[config.mk]
export PLATFORM = sky130hd
export DESIGN_NAME = crc32_with_length_trailer_unit
export DESIGN_NICKNAME = d
export VERILOG_FILES = /design/src/sv/crc32lt_pkg.sv /design/src/sv/crc32_with_length_trailer_unit.sv /design/src/sv/crc32lt_ctrl.sv /design/src/sv/crc32lt_dp.sv
export VERILOG_INCLUDE_DIRS = /design/src /design/src/sv
export SDC_FILE = /design/constraint.sdc
export NUM_CORES = 1
export LEC_CHECK = 0
export CORE_MARGIN = 4
export CORE_UTILIZATION = 45
export DETAILED_ROUTE_END_ITERATION = 10
export DONT_BUFFER_PORTS = 1
export GPL_TIMING_DRIVEN = 0
export SLEW_MARGIN = 30
export SYNTH_ARGS = -nofsm -noshare
export SYNTH_HDL_FRONTEND = slang
export SYNTH_SLANG_ARGS = --single-unit
[constraint.sdc]
create_clock -name clk -period 5.05 [get_ports clk]
set_input_delay 1.01 -clock clk [delete_from_list [all_inputs] [get_ports clk]]
set_output_delay 1.01 -clock clk [all_outputs]
set_load 0.01 [all_outputs]
[src/sv/crc32_with_length_trailer_unit_defines.svh]
// assertion macros for the top unit, which checks its own logic
`ifndef CRC32_WITH_LENGTH_TRAILER_UNIT_DEFINES_SVH
`define CRC32_WITH_LENGTH_TRAILER_UNIT_DEFINES_SVH

// same-cycle implication, disabled while reset is asserted
`define CRC32LT_ASSERT_NOW(label, clk, rst_n, ante, cons) \
	label: assert property (@(posedge clk) disable iff (!(rst_n)) (ante) |-> (cons)) \
		else $error("crc32lt assertion failed");

// next-cycle implication, disabled while reset is asserted
`define CRC32LT_ASSERT_NEXT(label, clk, rst_n, ante, cons) \
	label: assert property (@(posedge clk) disable iff (!(rst_n)) (ante) |=> (cons)) \
		else $error("crc32lt assertion failed");

`endif

[src/sv/crc32lt_pkg.sv]
`default_nettype none
package crc32lt_pkg;

	localparam logic [31:0] CRC_POLY = 32'hEDB88320;
	localparam logic [31:0] CRC_SEED = 32'hFFFFFFFF;

	localparam logic OP_DATA   = 1'b0;
	localparam logic OP_FINISH = 1'b1;

	typedef struct packed {
		logic       opcode;
		logic [7:0] data_byte;
	} item_t;

	typedef struct packed {
		logic [31:0] checksum;
		logic [63:0] message_length;
	} result_t;

	// controller to datapath
	typedef struct packed {
		logic fold_data;
		logic start_len;
		logic fold_len;
		logic emit;
	} cmd_t;

	// datapath to controller
	typedef struct packed {
		logic rest_zero;
	} status_t;

	// one byte through the reflected crc, bit at a time
	function automatic logic [31:0] crc_fold(input logic [31:0] crc, input logic [7:0] b);
		logic [31:0] c;
		c = {24'h0, crc[7:0] ^ b};
		for (int k = 0; k < 8; k++) begin
			c = c[0] ? (CRC_POLY ^ (c >> 1)) : (c >> 1);
		end
		return c ^ (crc >> 8);
	endfunction

endpackage
`default_nettype wire

[src/sv/crc32_with_length_trailer_unit.sv]
// data beats: one per cycle while not stalled, no result, folded into the crc at the accepting edge
// finish beat: the k nonzero-length bytes (0..8) are folded, then the result is loaded once the output is free
// input is stalled from the finish beat until the result is loaded
// a waiting result does not block the data beats of the next message
// reset (arst_n low, asynchronous): crc all ones, count zero, idle, no result pending
`default_nettype none
module crc32_with_length_trailer_unit (
	input  wire logic                 clk,
	input  wire logic                 arst_n,
	input  wire logic                 item_valid,
	output logic                      item_stall,
	input  wire crc32lt_pkg::item_t   item,
	output logic                      sum_valid,
	input  wire logic                 sum_stall,
	output crc32lt_pkg::result_t      sum
);
	import crc32lt_pkg::*;

	`include "crc32_with_length_trailer_unit_defines.svh"

	// command and status between the sequencer and the datapath
	cmd_t    cmd;
	status_t status;

	// sequencer: idle takes beats, length state walks the count bytes
	crc32lt_ctrl u_ctrl (
		.clk         (clk),
		.arst_n      (arst_n),
		.item_valid  (item_valid),
		.item_opcode (item.opcode),
		.item_stall  (item_stall),
		.sum_valid   (sum_valid),
		.sum_stall   (sum_stall),
		.status      (status),
		.cmd         (cmd)
	);

	// datapath: crc, byte count, length shifter and result register
	crc32lt_dp u_dp (
		.clk       (clk),
		.arst_n    (arst_n),
		.data_byte (item.data_byte),
		.cmd       (cmd),
		.status    (status),
		.result    (sum)
	);

	// a finish beat always puts the block into the length walk
	`CRC32LT_ASSERT_NEXT(a_finish_busy, clk, arst_n,
		item_valid && !item_stall && item.opcode == OP_FINISH, item_stall)
	// a new result only appears out of the length walk
	`CRC32LT_ASSERT_NOW(a_result_from_walk, clk, arst_n, $rose(sum_valid), $past(item_stall))
	// empty message gives the inverse of the start value
	`CRC32LT_ASSERT_NOW(a_empty_zero, clk, arst_n,
		sum_valid && sum.message_length == 64'd0, sum.checksum == 32'd0)

endmodule
`default_nettype wire

[src/sv/crc32lt_ctrl.sv]
`default_nettype none
module crc32lt_ctrl (
	input  wire logic               clk,
	input  wire logic               arst_n,
	input  wire logic               item_valid,
	input  wire logic               item_opcode,
	output logic                    item_stall,
	output logic                    sum_valid,
	input  wire logic               sum_stall,
	input  wire crc32lt_pkg::status_t status,
	output crc32lt_pkg::cmd_t       cmd
);
	import crc32lt_pkg::*;

	localparam logic [0:0] S_IDLE = 1'b0;
	localparam logic [0:0] S_LEN  = 1'b1;

	logic [0:0] state_q;
	logic [0:0] state_d;
	logic       out_valid_q;
	logic       accept;
	logic       out_free;

	assign item_stall = (state_q != S_IDLE);
	assign accept     = item_valid && !item_stall;
	assign out_free   = !out_valid_q || !sum_stall;
	assign sum_valid  = out_valid_q;

	always_comb begin
		cmd     = '0;
		state_d = state_q;
		unique case (state_q)
			S_IDLE: begin
				if (accept && item_opcode == OP_DATA) begin
					cmd.fold_data = 1'b1;
				end else if (accept && item_opcode == OP_FINISH) begin
					cmd.start_len = 1'b1;
					state_d       = S_LEN;
				end
			end
			S_LEN: begin
				if (!status.rest_zero) begin
					cmd.fold_len = 1'b1;
				end else if (out_free) begin
					cmd.emit = 1'b1;
					state_d  = S_IDLE;
				end
			end
			default: state_d = S_IDLE;
		endcase
	end

	always_ff @(posedge clk or negedge arst_n) begin
		if (!arst_n) begin
			state_q     <= S_IDLE;
			out_valid_q <= 1'b0;
		end else begin
			state_q <= state_d;
			if (cmd.emit) begin
				out_valid_q <= 1'b1;
			end else if (!sum_stall) begin
				out_valid_q <= 1'b0;
			end
		end
	end

endmodule
`default_nettype wire

[src/sv/crc32lt_dp.sv]
`default_nettype none
module crc32lt_dp (
	input  wire logic                 clk,
	input  wire logic                 arst_n,
	input  wire logic [7:0]           data_byte,
	input  wire crc32lt_pkg::cmd_t    cmd,
	output crc32lt_pkg::status_t      status,
	output crc32lt_pkg::result_t      result
);
	import crc32lt_pkg::*;

	logic [31:0] crc_q;
	logic [63:0] count_q;
	logic [63:0] rest_q;
	result_t     res_q;

	assign status.rest_zero = (rest_q == 64'd0);
	assign result           = res_q;

	always_ff @(posedge clk or negedge arst_n) begin
		if (!arst_n) begin
			crc_q   <= CRC_SEED;
			count_q <= 64'd0;
		end else begin
			if (cmd.fold_data) begin
				crc_q   <= crc_fold(crc_q, data_byte);
				count_q <= count_q + 64'd1;
			end else if (cmd.fold_len) begin
				crc_q <= crc_fold(crc_q, rest_q[7:0]);
			end else if (cmd.emit) begin
				crc_q   <= CRC_SEED;
				count_q <= 64'd0;
			end
		end
	end

	// length bytes, low byte first
	always_ff @(posedge clk) begin
		if (cmd.start_len) begin
			rest_q <= count_q;
		end else if (cmd.fold_len) begin
			rest_q <= rest_q >> 8;
		end
		if (cmd.emit) begin
			res_q.checksum       <= ~crc_q;
			res_q.message_length <= count_q;
		end
	end

endmodule
`default_nettype wire
Word-level counts from Yosys, hierarchy flattened
Index checks and enable logic that the tools add are counted.
Widths: inputs -> output; s select.
{ "totals": {"reg_bits": 258, "input_bits": 13, "output_inout_bits": 98, "word_cells": 82} }
{ "classes": {"n_addsub": 1, "eq_ne": 2, "mux": 37, "bitwise_logic": 23, "n_reduce_logical": 12} }
{ "ops": {"columns": ["op", "count"], "rows": [
  ["$mux 32", 19],
  ["$mux 64", 5],
  ["$not 13->14", 14],
  ["$add 64x1->64 const B", 1],
  ["$logic_not 64->1", 1],
  ["$xor 32x24->32", 2],
  ["$not 32->32", 1],
  ["$not 1->14", 2],
  ["$xor 8x8->8", 2],
  ["$mux 1", 10],
  ["$mux 2", 2],
  ["$ne 2x1->1 const B", 2],
  ["$reduce_bool 2->1", 2],
  ["$logic_and 1x1->1", 3],
  ["$logic_not 1->1", 3],
  ["$reduce_bool 3->1", 1],
  ["$not 1->1", 2],
  ["$pmux 1 s2", 1],
  ["$reduce_and 2->1", 1],
  ["$logic_or 1x1->1", 1]
]} }

Depth between registers and ports, before layout
{ "logic_depth": {"word_depth": 20, "mapped_depth": 9, "mapped_depth_nobuf": 6} }

Modules after synthesis
A second synthesis with hierarchy kept.
{ "hier_totals": {"hier_cells": 924, "hier_area_um2": 12140.4} }
{ "modules_own_cells": {"columns": ["module", "instances", "cells_each", "area_each_um2"], "rows": [
  ["crc32lt_dp", 1, 912, 12037.8],
  ["crc32lt_ctrl", 1, 12, 102.6]
]} }

Worst setup path before layout
No wires, ideal clock.
{ "synth_timing": {"path_kind": "reg2reg", "startpoint": "register u_dp.rest_q[8]", "endpoint": "register u_dp.res_q, in the netlist u_dp.result[0] (enable)", "setup_time_ps": 497, "arrival_time_ps": 4535, "required_time_ps": 4553, "path_slack_ps": 17, "stages_incl_launch_ff": 7, "path_buffers": 2, "synth_period_minus_slack_ps": 5033, "cell_sequence": "edfxtp_1 nor4_1 nand4_1 nor4_2 and3_1 clkbuf_1 buf_1"} }
{ "synth_lines": {"columns": ["element", "line_no", "text"], "rows": [
  ["start: declaration", "crc32lt_dp.sv:14", "logic [63:0] rest_q;"],
  ["start signal: assignment", "crc32lt_dp.sv:40", "rest_q <= count_q;"],
  ["start signal: assignment", "crc32lt_dp.sv:42", "rest_q <= rest_q >> 8;"],
  ["end: declaration", "crc32lt_dp.sv:15", "result_t res_q;"]
]} }

==> out/results.txt <==
The run finished with clean final reports. TritonCTS built the clock tree. In the layout the commonest cells are sky130_fd_sc_hd__nand2_1 (166), sky130_fd_sc_hd__edfxtp_1 (160), sky130_fd_sc_hd__xnor2_1 (118). Entering global routing, the biggest net connects 99 pins. Synthesis instantiated 55 different standard cells from the library.

In this run the core area contains 59 standard-cell rows. For this run, global-route usage on met3 was measured as 4.04%. Detailed routing inserted a total of 7794 vias. The data arrival time of the critical path was 4.00 ns; the maximum net fanout on the critical path was 30. The actual slew at the worst max-slew pin is 0.942 ns. Global routing used 20.4% of the available tracks across all layers.

Across the VDD grid, the largest voltage drop is 0.557 mV. The iteration-0 DRC count of the detailed router came out at 824. Setup repair after global routing left no endpoint under its margin.

The synthesis-to-finish area growth is 12.0%. The floorplan step set the die width to 171 um. For this design the static power due to leakage is 5.15 nW. Cells fill 51.2% of the core in the end. Derived from the worst setup path, the maximum achievable clock frequency is 0.266 GHz.

Leaving out fill and tap cells, the most frequent cell in the layout is sky130_fd_sc_hd__nand2_1. The number of search-and-repair iterations in the first detailed-routing pass is 6. Power spread over the standard cell area amounts to 776 nW/um2. The post-layout net count came out at 1060. The worst hold path belongs to the class input pin to asynchronous set/reset pin. The global routing stage identified its most utilized layer as met2. Max-cap violations in this run came to 0.

The logs give 46200 um for the global-route wire length before repair and 0.176 ns for the tightest hold margin. Synthesis-stage register bit count: 258. Endpoint type of the worst setup path: a flip-flop.

The number of global-route vias before repair is 7771. Type of the worst setup path: flip-flop to flip-flop. Synthesis produced a netlist whose cell count is 1012. The fraction of final layout cells sized beyond drive strength 1 came out at 10.6%. For the area of the mapped netlist, the log shows 11900 um2. Counting the buffers created by CTS gives 27.

The final period demand of the worst path came out at 3.76 ns. The logs give 111 for the number of I/O pins and 28.9% for the met1 layer usage reported by global route. Of the available clock period, the critical path in the final layout requires 74.5%. The clock drives 258 sinks.

Data required time of the critical path: 5.29 ns. The master cell of the clock root buffer was sky130_fd_sc_hd__clkbuf_16. In this run the deepest clock path goes through 3 buffers. The total count of hold-check failures in the final report is 0, and the core footprint is 26100 um2. Counting flops with an async set or reset pin after synthesis yields a share of 38.0%.

Dividing the detail-routed wire length by the instance count gives 21.2 um. The logs give 1 for the total number of H-tree levels and 0 for the total of warnings raised by yosys. The detail route stage leaves a number of antenna-violating nets equal to 0. The worst setup path is launched from a flip-flop. Final weighted congestion in routability-driven placement: 0.881.

After clock tree synthesis, the repair step resized 0 gates. The max-slew violation count is 0. The run gives 0 as the aggregate global routing overflow. After detailed routing, the number of remaining DRC violations is 0. The routed design has 29700 um of wire.

The number of synthesized flops with an enable pin was 160; the die area was 29200 um2. The main flop type after synthesis is sky130_fd_sc_hd__edfxtp_1. Number of buffer cells added on primary ports: 0. The number of inserted diodes is 0. The HPWL after detailed placement is 20800 um, and the initial antenna violation count is 0. Setup violations remaining at the end of the flow were counted as 0.

The number of nets handed over by synthesis was 1026. Summing the sequential cell areas from Yosys gives 61.2% of the chip area. Hold repair after CTS inserted 0 buffers. The tools report the post-CTS setup repair buffer count as 0. The worst pin sits at a relative slew slack of 36.7%. Clock skew on the completed layout was measured at 0.0138 ns. The area share of the largest cell type after synthesis is 40.3%. From bottom edge to top edge, the die measures 171 um. The post-synthesis cell type with the largest combined area is sky130_fd_sc_hd__edfxtp_1.

The met2 usage was 32.4%. The post-detailed-route via-to-cell ratio is 5.56. Ranked by total cell area, the synthesized netlist is headed by sky130_fd_sc_hd__edfxtp_1 (40%), sky130_fd_sc_hd__dfrtp_1 (14%), sky130_fd_sc_hd__xnor2_1 (8.7%), sky130_fd_sc_hd__dfstp_2 (7.1%), sky130_fd_sc_hd__nand2_1 (5.3%). Initial core utilization: 45.7%. At the later pin of the worst-skew pair, clock insertion delay measures 0.54 ns. Mean cell area of the mapped netlist: 11.8 um2.

The clock edge transition at the registers on the reported setup and hold paths was 0.06 ns.
==> cell usage after synthesis (3+ instances only) <==
| library cell | number |
|---|---|
| sky130_fd_sc_hd__and3_1 | 3 |
| sky130_fd_sc_hd__xnor2_2 | 11 |
| sky130_fd_sc_hd__xnor2_4 | 4 |
| sky130_fd_sc_hd__nor2_1 | 68 |
| sky130_fd_sc_hd__o22ai_1 | 13 |
| sky130_fd_sc_hd__and2_1 | 7 |
| sky130_fd_sc_hd__inv_1 | 48 |
| sky130_fd_sc_hd__o21ai_0 | 33 |
| sky130_fd_sc_hd__edfxtp_1 | 160 |
| sky130_fd_sc_hd__nand4_1 | 22 |
| sky130_fd_sc_hd__a221o_1 | 8 |
| sky130_fd_sc_hd__nor4_1 | 30 |
| sky130_fd_sc_hd__a21oi_1 | 30 |
| sky130_fd_sc_hd__a221oi_1 | 3 |
| sky130_fd_sc_hd__nand3_1 | 29 |
| sky130_fd_sc_hd__and4_1 | 3 |
| sky130_fd_sc_hd__dfstp_2 | 32 |
| sky130_fd_sc_hd__dfrtp_1 | 66 |
| sky130_fd_sc_hd__buf_2 | 5 |
| sky130_fd_sc_hd__clkbuf_1 | 34 |
| sky130_fd_sc_hd__xnor2_1 | 118 |
| sky130_fd_sc_hd__xor2_1 | 23 |
| sky130_fd_sc_hd__o221ai_1 | 9 |
| sky130_fd_sc_hd__a22oi_1 | 11 |
| sky130_fd_sc_hd__nor3_1 | 19 |
| sky130_fd_sc_hd__nand2_1 | 167 |
| sky130_fd_sc_hd__or3_1 | 16 |
==> per-layer routing <==
metal  up-vias  wire [um]
li1       3648          -
met1      3839      12900
met2       251      14100
met3        56       1940
met4         0        673
met5         -          0
==> cell families after synthesis <==
kind of cell	synth area share [%]
flip-flops	61.2
AO/OA/AOI/OAI	6.86
AND/OR/NAND/NOR	14.8
adder cells (fa/ha/maj)	0.105
buffers and inverters	2.85
multiplexers	0.0945
XOR/XNOR	14.1
==> worst max-delay path: stages, from the launching register on <==
cell	delay, ns
sky130_fd_sc_hd__edfxtp_1	0.41
sky130_fd_sc_hd__nor4_1	0.48
sky130_fd_sc_hd__nand4_1	0.21
sky130_fd_sc_hd__nor4_2	0.58
sky130_fd_sc_hd__and3_1	0.30
sky130_fd_sc_hd__clkbuf_1	0.56
sky130_fd_sc_hd__buf_2	0.49
sky130_fd_sc_hd__buf_16	0.22
sky130_fd_sc_hd__buf_12	0.21
==> path summary, 6_finish.rpt <==
| kind | start | to | slack [ns] | cells past startpoint |
|---|---|---|---|---|
| setup / recovery | u_dp.rest_q[18] | u_dp.result[30] | 1.29 | 8 |
| hold / removal | arst_n | u_dp.count_q[15] | 0.18 | 0 |
| setup reg to reg | u_dp.rest_q[18] | u_dp.result[30] | 1.29 | 8 |
| hold reg to reg | u_dp.crc_q[17] | u_dp.crc_q[17] | 0.49 | 2 |
| max in group asynchronous | arst_n | u_dp.crc_q[13] | 4.65 | 0 |
| min in group clk | u_dp.crc_q[17] | u_dp.crc_q[17] | 0.49 | 2 |
==> state kept, by name (all words and copies together), names as in the netlist <==
| register | flops |
|---|---|
| u_ctrl.item_stall | 1 |
| u_ctrl.sum_valid | 1 |
| u_dp.count_q | 64 |
| u_dp.crc_q | 32 |
| u_dp.rest_q | 64 |
| u_dp.result | 96 |
==> per-stage QoR <==
stage / cells / setup TNS, ns / power [mW] / cell area (um2) / setup slack (ns)
6_report: 1402 / 0 / 10.4 / 13400 / 1.29
5_1_grt: 1402 / 0 / 11.0 / 13400 / 1.04
4_1_cts: 1402 / 0 / 10.4 / 13400 / 1.26
3_5_place_dp: 1352 / 0 / 8.37 / 12500 / 1.26
3_3_place_gp: 1347 / -262.69 / 8.28 / 12300 / -2.38
2_1_floorplan: 1012 / 0 / 7.37 / 11900 / 0.0172
==> final cells by class <==
class,count,area [um2]
Buffer,41,161
Clock buffer,35,736
Sequential cell,258,7300
Multi-Input combinational cell,665,4290
Clock inverter,15,153
Fill cell,2299,12700
Timing Repair Buffer,5,115
Inverter,48,180
Tap cell,335,419
==> power breakdown <==
part           switching [mW]  total [mW]  internal, mW
Sequential              0.332        3.23          2.90
Clock                   0.816        1.99          1.18
Combinational            2.71        5.14          2.43
Total                    3.86        10.4          6.51
(Power assumes the default switching activity.)
